--- src/hw/rtl/mbkd_pkg.sv ---
// shared types and constants for the multi-bank key debouncer
// no dependencies; imported by every module of the block
`timescale 1ns / 1ps

package mbkd_pkg;

  localparam int BANKS         = 4;
  localparam int KEYS_PER_BANK = 16;

  // field widths fixed by the interface
  localparam int BANK_W   = 2;
  localparam int KEY_W    = 4;
  localparam int SAMPLE_W = 16;
  localparam int THR_W    = 4;
  localparam int CNT_W    = 4;
  localparam int ENABLE_W = 64;
  localparam int SHIFT_W  = $clog2(ENABLE_W) + 1;

  // stream payload widths
  localparam int S_DATA_W = 24;
  localparam int M_DATA_W = 8;
  localparam int M_USER_W = 2;

  // config port
  localparam int CFG_IDX_W  = 2;
  localparam int CFG_DATA_W = 64;
  localparam logic [CFG_IDX_W-1:0] REG_THRESHOLD = CFG_IDX_W'(0);
  localparam logic [CFG_IDX_W-1:0] REG_ENABLE    = CFG_IDX_W'(1);

  localparam logic [THR_W-1:0]    THR_RESET    = THR_W'(4);
  localparam logic [ENABLE_W-1:0] ENABLE_RESET = '1;

  // decoupling queue between classifier and serializer
  localparam int QUEUE_DEPTH = 4;
  localparam int QPTR_W      = $clog2(QUEUE_DEPTH);

  typedef struct packed {
    logic [THR_W-1:0]    threshold;
    logic [ENABLE_W-1:0] enable;
  } cfg_t;

  // one scan's worth of events
  typedef struct packed {
    logic [BANK_W-1:0]        bank;
    logic [KEYS_PER_BANK-1:0] flip;   // keys whose state changed
    logic [KEYS_PER_BANK-1:0] press;  // new state of those keys, 1 = pressed
    logic                     offline;
  } evt_t;

endpackage

--- src/hw/rtl/mbkd_front.sv ---
// scan classifier: holds debounced state, counters and offline flags
// and turns one accepted scan into an event mask; uses mbkd_pkg
`timescale 1ns / 1ps

module mbkd_front (
  input  logic                           clk,
  input  logic                           rst,
  input  mbkd_pkg::cfg_t                 cfg,
  input  logic                           accept,
  input  logic [mbkd_pkg::BANK_W-1:0]    bank,
  input  logic [mbkd_pkg::SAMPLE_W-1:0]  sample,
  input  logic                           read_ok,
  output logic                           push,
  output mbkd_pkg::evt_t                 push_data
);
  import mbkd_pkg::*;

  logic [KEYS_PER_BANK-1:0]            state_mem [BANKS];
  logic [KEYS_PER_BANK-1:0][CNT_W-1:0] cnt_mem   [BANKS];
  logic [BANKS-1:0]                    offline;

  logic                            bank_ok;
  logic                            live;
  logic [ENABLE_W-1:0]             en_shift;
  logic [KEYS_PER_BANK-1:0]        en_row;
  logic [KEYS_PER_BANK-1:0]        st_row;
  logic [KEYS_PER_BANK-1:0]        st_new;
  logic [KEYS_PER_BANK-1:0]        flip;
  logic [KEYS_PER_BANK-1:0][CNT_W-1:0] cnt_row;
  logic [KEYS_PER_BANK-1:0][CNT_W-1:0] cnt_new;

  assign bank_ok  = ({1'b0, bank} < (BANK_W+1)'(BANKS));
  assign live     = accept && bank_ok && !offline[bank];
  assign en_shift = cfg.enable >> (SHIFT_W'(bank) << KEY_W);
  assign en_row   = en_shift[KEYS_PER_BANK-1:0];
  assign st_row   = state_mem[bank];
  assign cnt_row  = cnt_mem[bank];

  for (genvar k = 0; k < KEYS_PER_BANK; k++) begin : g_key
    logic           now;
    logic           differs;
    logic [CNT_W:0] inc;
    assign now     = ~sample[k];
    assign differs = (now != st_row[k]);
    assign inc     = (CNT_W+1)'(cnt_row[k]) + (CNT_W+1)'(1);
    assign flip[k] = en_row[k] && differs && (inc >= (CNT_W+1)'(cfg.threshold));
    assign cnt_new[k] = !en_row[k]           ? cnt_row[k] :
                        (!differs || flip[k]) ? '0 : inc[CNT_W-1:0];
  end

  assign st_new = st_row ^ flip;

  always_ff @(posedge clk) begin
    if (rst) begin
      for (int b = 0; b < BANKS; b++) begin
        state_mem[b] <= '0;
        cnt_mem[b]   <= '0;
      end
      offline <= '0;
    end else if (live) begin
      if (!read_ok) begin
        offline[bank] <= 1'b1;
      end else begin
        state_mem[bank] <= st_new;
        cnt_mem[bank]   <= cnt_new;
      end
    end
  end

  // only scans that flip at least one key go to the serializer
  assign push              = live && read_ok && (|flip);
  assign push_data.bank    = bank;
  assign push_data.flip    = flip;
  assign push_data.press   = st_new & flip;
  assign push_data.offline = |offline;

endmodule

--- src/hw/rtl/mbkd_queue.sv ---
// small fifo of event masks between classifier and serializer
// uses mbkd_pkg for the entry type and depth
`timescale 1ns / 1ps

module mbkd_queue (
  input  logic           clk,
  input  logic           rst,
  input  logic           push,
  input  mbkd_pkg::evt_t push_data,
  output logic           full,
  output logic           q_valid,
  output mbkd_pkg::evt_t q_data,
  input  logic           pop
);
  import mbkd_pkg::*;

  evt_t              slots [QUEUE_DEPTH];
  logic [QPTR_W-1:0] wr_ptr;
  logic [QPTR_W-1:0] rd_ptr;
  logic [QPTR_W:0]   count;

  assign full    = (count == (QPTR_W+1)'(QUEUE_DEPTH));
  assign q_valid = (count != '0);
  assign q_data  = slots[rd_ptr];

  always_ff @(posedge clk) begin
    if (push) begin
      slots[wr_ptr] <= push_data;
    end
  end

  always_ff @(posedge clk) begin
    if (rst) begin
      wr_ptr <= '0;
      rd_ptr <= '0;
      count  <= '0;
    end else begin
      if (push) wr_ptr <= wr_ptr + QPTR_W'(1);
      if (pop)  rd_ptr <= rd_ptr + QPTR_W'(1);
      case ({push, pop})
        2'b10:   count <= count + (QPTR_W+1)'(1);
        2'b01:   count <= count - (QPTR_W+1)'(1);
        default: count <= count;
      endcase
    end
  end

  a_no_overflow: assert property (@(posedge clk) disable iff (rst)
    !(push && full && !pop)) else $error("queue push while full");

  a_no_underflow: assert property (@(posedge clk) disable iff (rst)
    pop |-> q_valid) else $error("queue pop while empty");

  a_count_up: assert property (@(posedge clk) disable iff (rst)
    (push && !pop) |=> (count == $past(count) + (QPTR_W+1)'(1)))
    else $error("queue count did not advance");

  a_nonempty_mask: assert property (@(posedge clk) disable iff (rst)
    push |-> (push_data.flip != '0)) else $error("empty event mask queued");

endmodule

--- src/hw/rtl/mbkd_back.sv ---
// event serializer: emits one word per flipped key, lowest key first,
// through a registered output stage; uses mbkd_pkg
`timescale 1ns / 1ps

module mbkd_back (
  input  logic                           clk,
  input  logic                           rst,
  input  logic                           q_valid,
  input  mbkd_pkg::evt_t                 q_data,
  output logic                           pop,
  output logic                           m_tvalid,
  input  logic                           m_tready,
  output logic [mbkd_pkg::M_DATA_W-1:0]  m_tdata,   // [1:0] event_bank, [5:2] event_key
  output logic [mbkd_pkg::M_USER_W-1:0]  m_tuser,   // [0] pressed, [1] any_offline
  output logic                           m_tlast
);
  import mbkd_pkg::*;

  logic [BANK_W-1:0]        pend_bank;
  logic [KEYS_PER_BANK-1:0] pend_flip;
  logic [KEYS_PER_BANK-1:0] pend_press;
  logic                     pend_off;

  logic [KEY_W-1:0]         sel;
  logic [KEYS_PER_BANK-1:0] rest;
  logic                     out_free;
  logic                     advance;

  always_comb begin
    sel = '0;
    for (int k = KEYS_PER_BANK - 1; k >= 0; k--) begin
      if (pend_flip[k]) sel = KEY_W'(k);
    end
  end

  assign rest     = pend_flip & (pend_flip - KEYS_PER_BANK'(1));
  assign out_free = !m_tvalid || m_tready;
  assign advance  = out_free && (pend_flip != '0);
  assign pop      = q_valid && ((pend_flip == '0) || (advance && (rest == '0)));

  always_ff @(posedge clk) begin
    if (rst) begin
      pend_flip <= '0;
    end else if (pop) begin
      pend_flip <= q_data.flip;
    end else if (advance) begin
      pend_flip <= rest;
    end
  end

  always_ff @(posedge clk) begin
    if (pop) begin
      pend_bank  <= q_data.bank;
      pend_press <= q_data.press;
      pend_off   <= q_data.offline;
    end
  end

  always_ff @(posedge clk) begin
    if (rst) begin
      m_tvalid <= 1'b0;
    end else if (advance) begin
      m_tvalid <= 1'b1;
    end else if (m_tready) begin
      m_tvalid <= 1'b0;
    end
  end

  always_ff @(posedge clk) begin
    if (advance) begin
      m_tdata <= {(M_DATA_W - KEY_W - BANK_W)'(0), sel, pend_bank};
      m_tuser <= {pend_off, pend_press[sel]};
      m_tlast <= (rest == '0);
    end
  end

endmodule

--- src/hw/rtl/multi_bank_key_debouncer.sv ---
// top level of the multi-bank key debouncer: config registers, handshake
// and the classifier / queue / serializer chain; uses mbkd_pkg and
// mbkd_front, mbkd_queue, mbkd_back
`timescale 1ns / 1ps

// usage
//   slave stream: one word per scan of one bank. tdata carries the bank
//   index and the 16 active-low key levels, tuser says the bus read worked.
//   a failed read takes that bank offline until reset.
//   master stream: one word per key whose debounced state flipped, in
//   ascending key order; tlast marks the final event of a scan, tuser
//   carries press/release and the any-bank-offline flag.
//   config: cfg_index 0 = debounce threshold (4 bits), 1 = 64-bit key
//   enable mask (bit bank*16+key). write only while the block is idle.
// timing
//   a scan is classified in the cycle it is accepted; its events then pass
//   through the event queue, the serializer's pending mask and the output
//   register to the master side. scans are taken every cycle while the
//   4-entry event queue has room; the serializer gives one event per cycle
//   while the receiver is ready. scans with no flips leave nothing in the queue.
// reset: rst clears all key states, counters and offline flags at once,
//   sets threshold 4 and all keys enabled; no clearing pass is needed
// stalls
//   a stalled receiver holds the output register; the queue absorbs up
//   to 4 scans with events before s_tready drops.

module multi_bank_key_debouncer (
  input  logic                             clk,
  input  logic                             rst,
  // scan input
  input  logic                             s_tvalid,
  output logic                             s_tready,
  input  logic [mbkd_pkg::S_DATA_W-1:0]    s_tdata,   // [1:0] bank, [17:2] sample
  input  logic                             s_tuser,   // [0] read_ok
  // event output
  output logic                             m_tvalid,
  input  logic                             m_tready,
  output logic [mbkd_pkg::M_DATA_W-1:0]    m_tdata,   // [1:0] event_bank, [5:2] event_key
  output logic [mbkd_pkg::M_USER_W-1:0]    m_tuser,   // [0] pressed, [1] any_offline
  output logic                             m_tlast,   // last_event
  // config writes
  input  logic                             cfg_valid,
  output logic                             cfg_ready,
  input  logic [mbkd_pkg::CFG_IDX_W-1:0]   cfg_index,
  input  logic [mbkd_pkg::CFG_DATA_W-1:0]  cfg_data
);
  import mbkd_pkg::*;

  cfg_t cfg;
  evt_t push_data;
  evt_t q_data;
  logic push;
  logic pop;
  logic full;
  logic q_valid;
  logic accept;

  // config registers, always ready
  assign cfg_ready = 1'b1;

  always_ff @(posedge clk) begin
    if (rst) begin
      cfg.threshold <= THR_RESET;
      cfg.enable    <= ENABLE_RESET;
    end else if (cfg_valid && cfg_ready) begin
      case (cfg_index)
        REG_THRESHOLD: cfg.threshold <= cfg_data[THR_W-1:0];
        REG_ENABLE:    cfg.enable    <= cfg_data[ENABLE_W-1:0];
        default:       ;
      endcase
    end
  end

  // input side stalls only on a full event queue
  assign s_tready = !full;
  assign accept   = s_tvalid && s_tready;

  mbkd_front u_front (
    .clk       (clk),
    .rst       (rst),
    .cfg       (cfg),
    .accept    (accept),
    .bank      (s_tdata[BANK_W-1:0]),
    .sample    (s_tdata[BANK_W +: SAMPLE_W]),
    .read_ok   (s_tuser),
    .push      (push),
    .push_data (push_data)
  );

  mbkd_queue u_queue (
    .clk       (clk),
    .rst       (rst),
    .push      (push),
    .push_data (push_data),
    .full      (full),
    .q_valid   (q_valid),
    .q_data    (q_data),
    .pop       (pop)
  );

  mbkd_back u_back (
    .clk      (clk),
    .rst      (rst),
    .q_valid  (q_valid),
    .q_data   (q_data),
    .pop      (pop),
    .m_tvalid (m_tvalid),
    .m_tready (m_tready),
    .m_tdata  (m_tdata),
    .m_tuser  (m_tuser),
    .m_tlast  (m_tlast)
  );

endmodule

--- config.mk ---
export PLATFORM = sky130hd
export DESIGN_NAME = multi_bank_key_debouncer
export DESIGN_NICKNAME = d
export VERILOG_FILES = /design/src/hw/rtl/mbkd_pkg.sv /design/src/hw/rtl/mbkd_front.sv /design/src/hw/rtl/mbkd_queue.sv /design/src/hw/rtl/mbkd_back.sv /design/src/hw/rtl/multi_bank_key_debouncer.sv
export SDC_FILE = /design/constraint.sdc
export NUM_CORES = 1
export LEC_CHECK = 0
export ABC_CLOCK_PERIOD_IN_PS = 9950
export BUFFER_PORTS_ARGS = -buffer_cell sky130_fd_sc_hd__buf_2
export CORE_ASPECT_RATIO = 2
export CORE_MARGIN = 2
export CORE_UTILIZATION = 62
export CTS_CLUSTER_SIZE = 30
export DETAILED_ROUTE_END_ITERATION = 8
export PLACE_DENSITY = 0.88
export SYNTH_ARGS = -nofsm -noshare
export SYNTH_HDL_FRONTEND = slang
export SYNTH_SLANG_ARGS = --single-unit
--- constraint.sdc ---
create_clock -name clk -period 9.95 [get_ports clk]
set_clock_uncertainty 0.15 [all_clocks]
set_input_delay 0.4975 -clock clk [delete_from_list [all_inputs] [get_ports clk]]
set_output_delay 0.4975 -clock clk [all_outputs]
set_load 0.05 [all_outputs]
==> flow_metrics.py <==
metrics = {
    "status": {
        "status": "finished with violations",
        "violations": "negative hold slack",
    },
    "sta": {
        "worst_pin_slew_ns": 1.28,
        "whs_ns": -0.0119,
        "slew_viol_final": 0,
        "post-route-period-util_pct": 59.1,
        "post-route-min-period_ns": 5.88,
        "tns_ns": 0,
        "fmaxAchievable_ghz": 0.170,
        "hold_violations": 1,
        "setup_viol": 0,
        "rsz0062_at_grt": "false",
        "slew_headroom_pct": 14.3,
    },
    "synth": {
        "synth_flop_cell": "edfxtp_1",
        "yosys_warnings": 0,
        "synth_top_area_share_pct": 54.0,
        "syn_inst": 2063,
        "syn_area_per_cell_um2": 13.2,
        "yosysUniqueCellTypes": 68,
        "synth_area_leader_cell": "edfxtp_1",
        "netlist_area_mm2": 0.0272,
        "synth_edf_count": 488,
        "yosysSeqAreaShare_pct": 61.2,
        "yosys-top-cells-area": "edfxtp_1 54%, mux4_2 9.7%, dfxtp_1 7.2%",
        "async_flop_share_pct": 0,
        "synth_seq_cells": 586,
    },
    "power": {
        "total_leakage_power_nw": 11.4,
        "comb_power_share_pct": 27.2,
        "p_clk_share_pct": 28.2,
        "ir_drop_v": 0.000244,
        "p_sw_share_pct": 32.3,
        "p_seq_share_pct": 44.7,
        "cellPowerDensity_mw_per_mm2": 228,
        "p_switching_mw": 2.23,
        "p_int_mw": 4.68,
        "total_power_mw": 6.91,
    },
    "route": {
        "dr.pass1.iters": 8,
        "via_count": 18500,
        "drt_iter0_markers": 2177,
        "ant_nets": 0,
        "routedWlPerCell_um": 24.9,
        "drc": 0,
        "routed_wl_mm": 69.2,
        "via_per_inst": 6.66,
    },
    "floorplanning": {
        "dieArea_mm2": 0.0456,
        "core_area_mm2": 0.0434,
        "dieWidth_um": 152,
        "row_count": 108,
        "start_util_pct": 62.6,
        "die-height_um": 300,
        "pin_count": 110,
    },
    "clock_network": {
        "cts_buffers": 47,
        "cts_tree": "done",
        "cts_num_sinks": 586,
        "cts_resized": 0,
        "cts_max_path_buffers": 3,
        "cts-root-buf": "clkbuf_16",
        "clock_latency_ns": 0.59,
        "h-tree-depth": 2,
        "path_clk_slew_ns": 0.07,
    },
    "final_layout": {
        "final_common_cell": "edfxtp_1",
        "seqCellArea_mm2": 0.0166,
        "mostFrequentLayoutCells": "488 x edfxtp_1, 330 x nor2_1, 210 x nand2_1",
        "fin_cells": 2781,
        "area_delta_synth_final_pct": 11.4,
        "finalNetCount": 2390,
        "fill_cells": 2533,
        "multiInputGateArea_mm2": 0.00978,
        "final_util_pct": 69.8,
        "drive_above_1_share_pct": 16.7,
    },
    "critical_path": {
        "cp-start-kind": "input port",
        "crit_path_frequent_cell": "ha_1",
        "crit_chain": "buf_6 > buf_12 > mux4_2 > ha_1 > xor2_1 > ha_1 > a21oi_1 > o21ai_0 > a221oi_2 > nor2_1 > or4_4 > nor4_4 > a31oi_4 > inv_1 > ha_1 > inv_1 > fa_1 > xor2_1 > or3_1 > a21oi_1",
        "crit_family": "simple AND/OR/NAND/NOR gates",
        "required_ns": 10.29,
        "crit_slowest_cell": "mux4_2",
        "cp_max_fo": 86,
        "worstSetupPathType": "input port to flip-flop",
        "worstSetupEndpointType": "flip-flop",
        "cp.arrival_ns": 6.22,
        "critPathBufInv": 4,
        "max_stage_delay_ns": 0.65,
    },
    "placement": {
        "place_inst": 2639,
        "hpwl_mm": 41.4,
        "portBuffers": 100,
        "routabilityCongestion": 0.941,
    },
    "grt": {
        "grt_pass1_vias": 19600,
        "grt_usage_pct": 30.2,
        "grt_pass1_wl_mm": 106,
        "grt_max_degree": 105,
        "antenna_found_initial": 2,
        "grt_overflow": 0,
    },
    "run": {
        "maxCapViolCount": 0,
    },
    "worst_hold_path": {
        "holdCritPathClass": "input port to flip-flop",
    },
}
-- metal layers --
layer,up-vias,global-route usage (%),part of all wire [%]
li1,7878,-,-
met1,9050,31.7,31
met2,1171,52.7,51
met3,409,4.48,7.6
met4,0,26.2,9.8
met5,-,0,0
-- Yosys cell counts, drive strengths merged, types with 4 or more instances --
library cell  count
and3              4
a31oi             6
a221oi           10
a32oi            20
nor2b            31
xor2             18
clkbuf           56
a21oi            52
or4               4
ha              101
nand2b           10
dfxtp            98
mux4            119
o21ai            45
nand3b            7
nand3           103
inv              77
a311oi            4
mux2i            28
nand2           216
a21boi            6
xnor2            33
nor3             45
o2bb2ai           6
or2               4
nor4              4
and2              5
a22oi            25
buf              48
mux2             16
nor2            331
edfxtp          488
-- power groups by stage --
stage,logic [mW],registers [mW],clock network (mW)
floorplan,1.22,3.17,0
global placement,1.70,3.11,0
detailed placement,1.79,3.13,0
CTS,1.83,3.08,1.95
global route,2.01,3.10,2.04
finish,1.88,3.09,1.95
-- state kept, by name, indices dropped and copies added (netlist names), 2 cells and up, named ones only --
| name | flops |
|---|---|
| u_queue.wr_ptr | 2 |
| u_back.pend_flip | 16 |
| u_front.offline | 4 |
| u_back.pend_bank | 2 |
| u_front.cnt_mem | 256 |
| u_back.m_tuser | 2 |
| u_back.pend_press | 16 |
| u_queue.rd_ptr | 2 |
| u_front.state_mem | 64 |
| u_queue.slots | 140 |
| u_queue.count | 3 |
| cfg | 68 |
| u_back.m_tdata | 6 |
-- per-stage QoR --
stage	area, um^2	hold slack (ns)	worst slack [ns]
after floorplan	27200	0.250	1.71
after global routing	30300	0.00973	3.76
final	30300	-0.0119	4.07
after global placement	28100	0.256	3.71
after detailed placement	28100	0.268	3.48
after CTS	30300	0.00474	4.03
-- cell families after synthesis --
| group | after synthesis | share of synthesized area (%) |
|---|---|---|
| adder cells (fa/ha/maj) | 103 | 4.76 |
| buffers and inverters | 181 | 3.03 |
| other | 2 | 0.0277 |
| XOR/XNOR | 51 | 1.64 |
| AND/OR/NAND/NOR | 772 | 12.3 |
| multiplexers | 163 | 11.6 |
| AO/OA/AOI/OAI | 205 | 5.41 |
| flip-flops | 586 | 61.2 |
-- worst reg2reg max path, delay by kind of cell (launching register included) --
family | cells | cell delay, ns
compound gates | 5 | 0.99
xor+xnor | 2 | 0.47
mux | 1 | 0.54
buf+inv | 2 | 0.18
flops | 1 | 0.39
simple gates | 4 | 1.38
fa+ha+maj | 4 | 1.15
-- worst paths after layout --
check,start,to,slack [ns],cells past startpoint
setup / recovery,s_tdata[0],u_queue.count[2],4.07,20
hold / removal,cfg_data[50],cfg[50],-0.01,3
setup reg to reg,u_front.cnt_mem[2][12],u_queue.count[2],4.59,18
hold reg to reg,u_back.pend_bank[0],u_back.m_tdata[0],0.28,0
-- timing repair --
item,in CTS,in global routing
hold buffers,54,0
buffers inserted,0,0
endpoints found under the hold margin,54,0
setup endpoints to repair,0,0
-- final cells by class --
| cell class | count | area share [%] |
|---|---|---|
| Multi-Input combinational cell | 1297 | 32.3 |
| Clock inverter | 27 | 0.922 |
| Clock buffer | 59 | 4.35 |
| Inverter | 77 | 0.955 |
| Tap cell | 550 | 2.27 |
| Timing Repair Buffer | 183 | 4.23 |
| Antenna cell | 2 | 0.0165 |
| Sequential cell | 586 | 54.9 |
(Power assumes the default switching activity.)
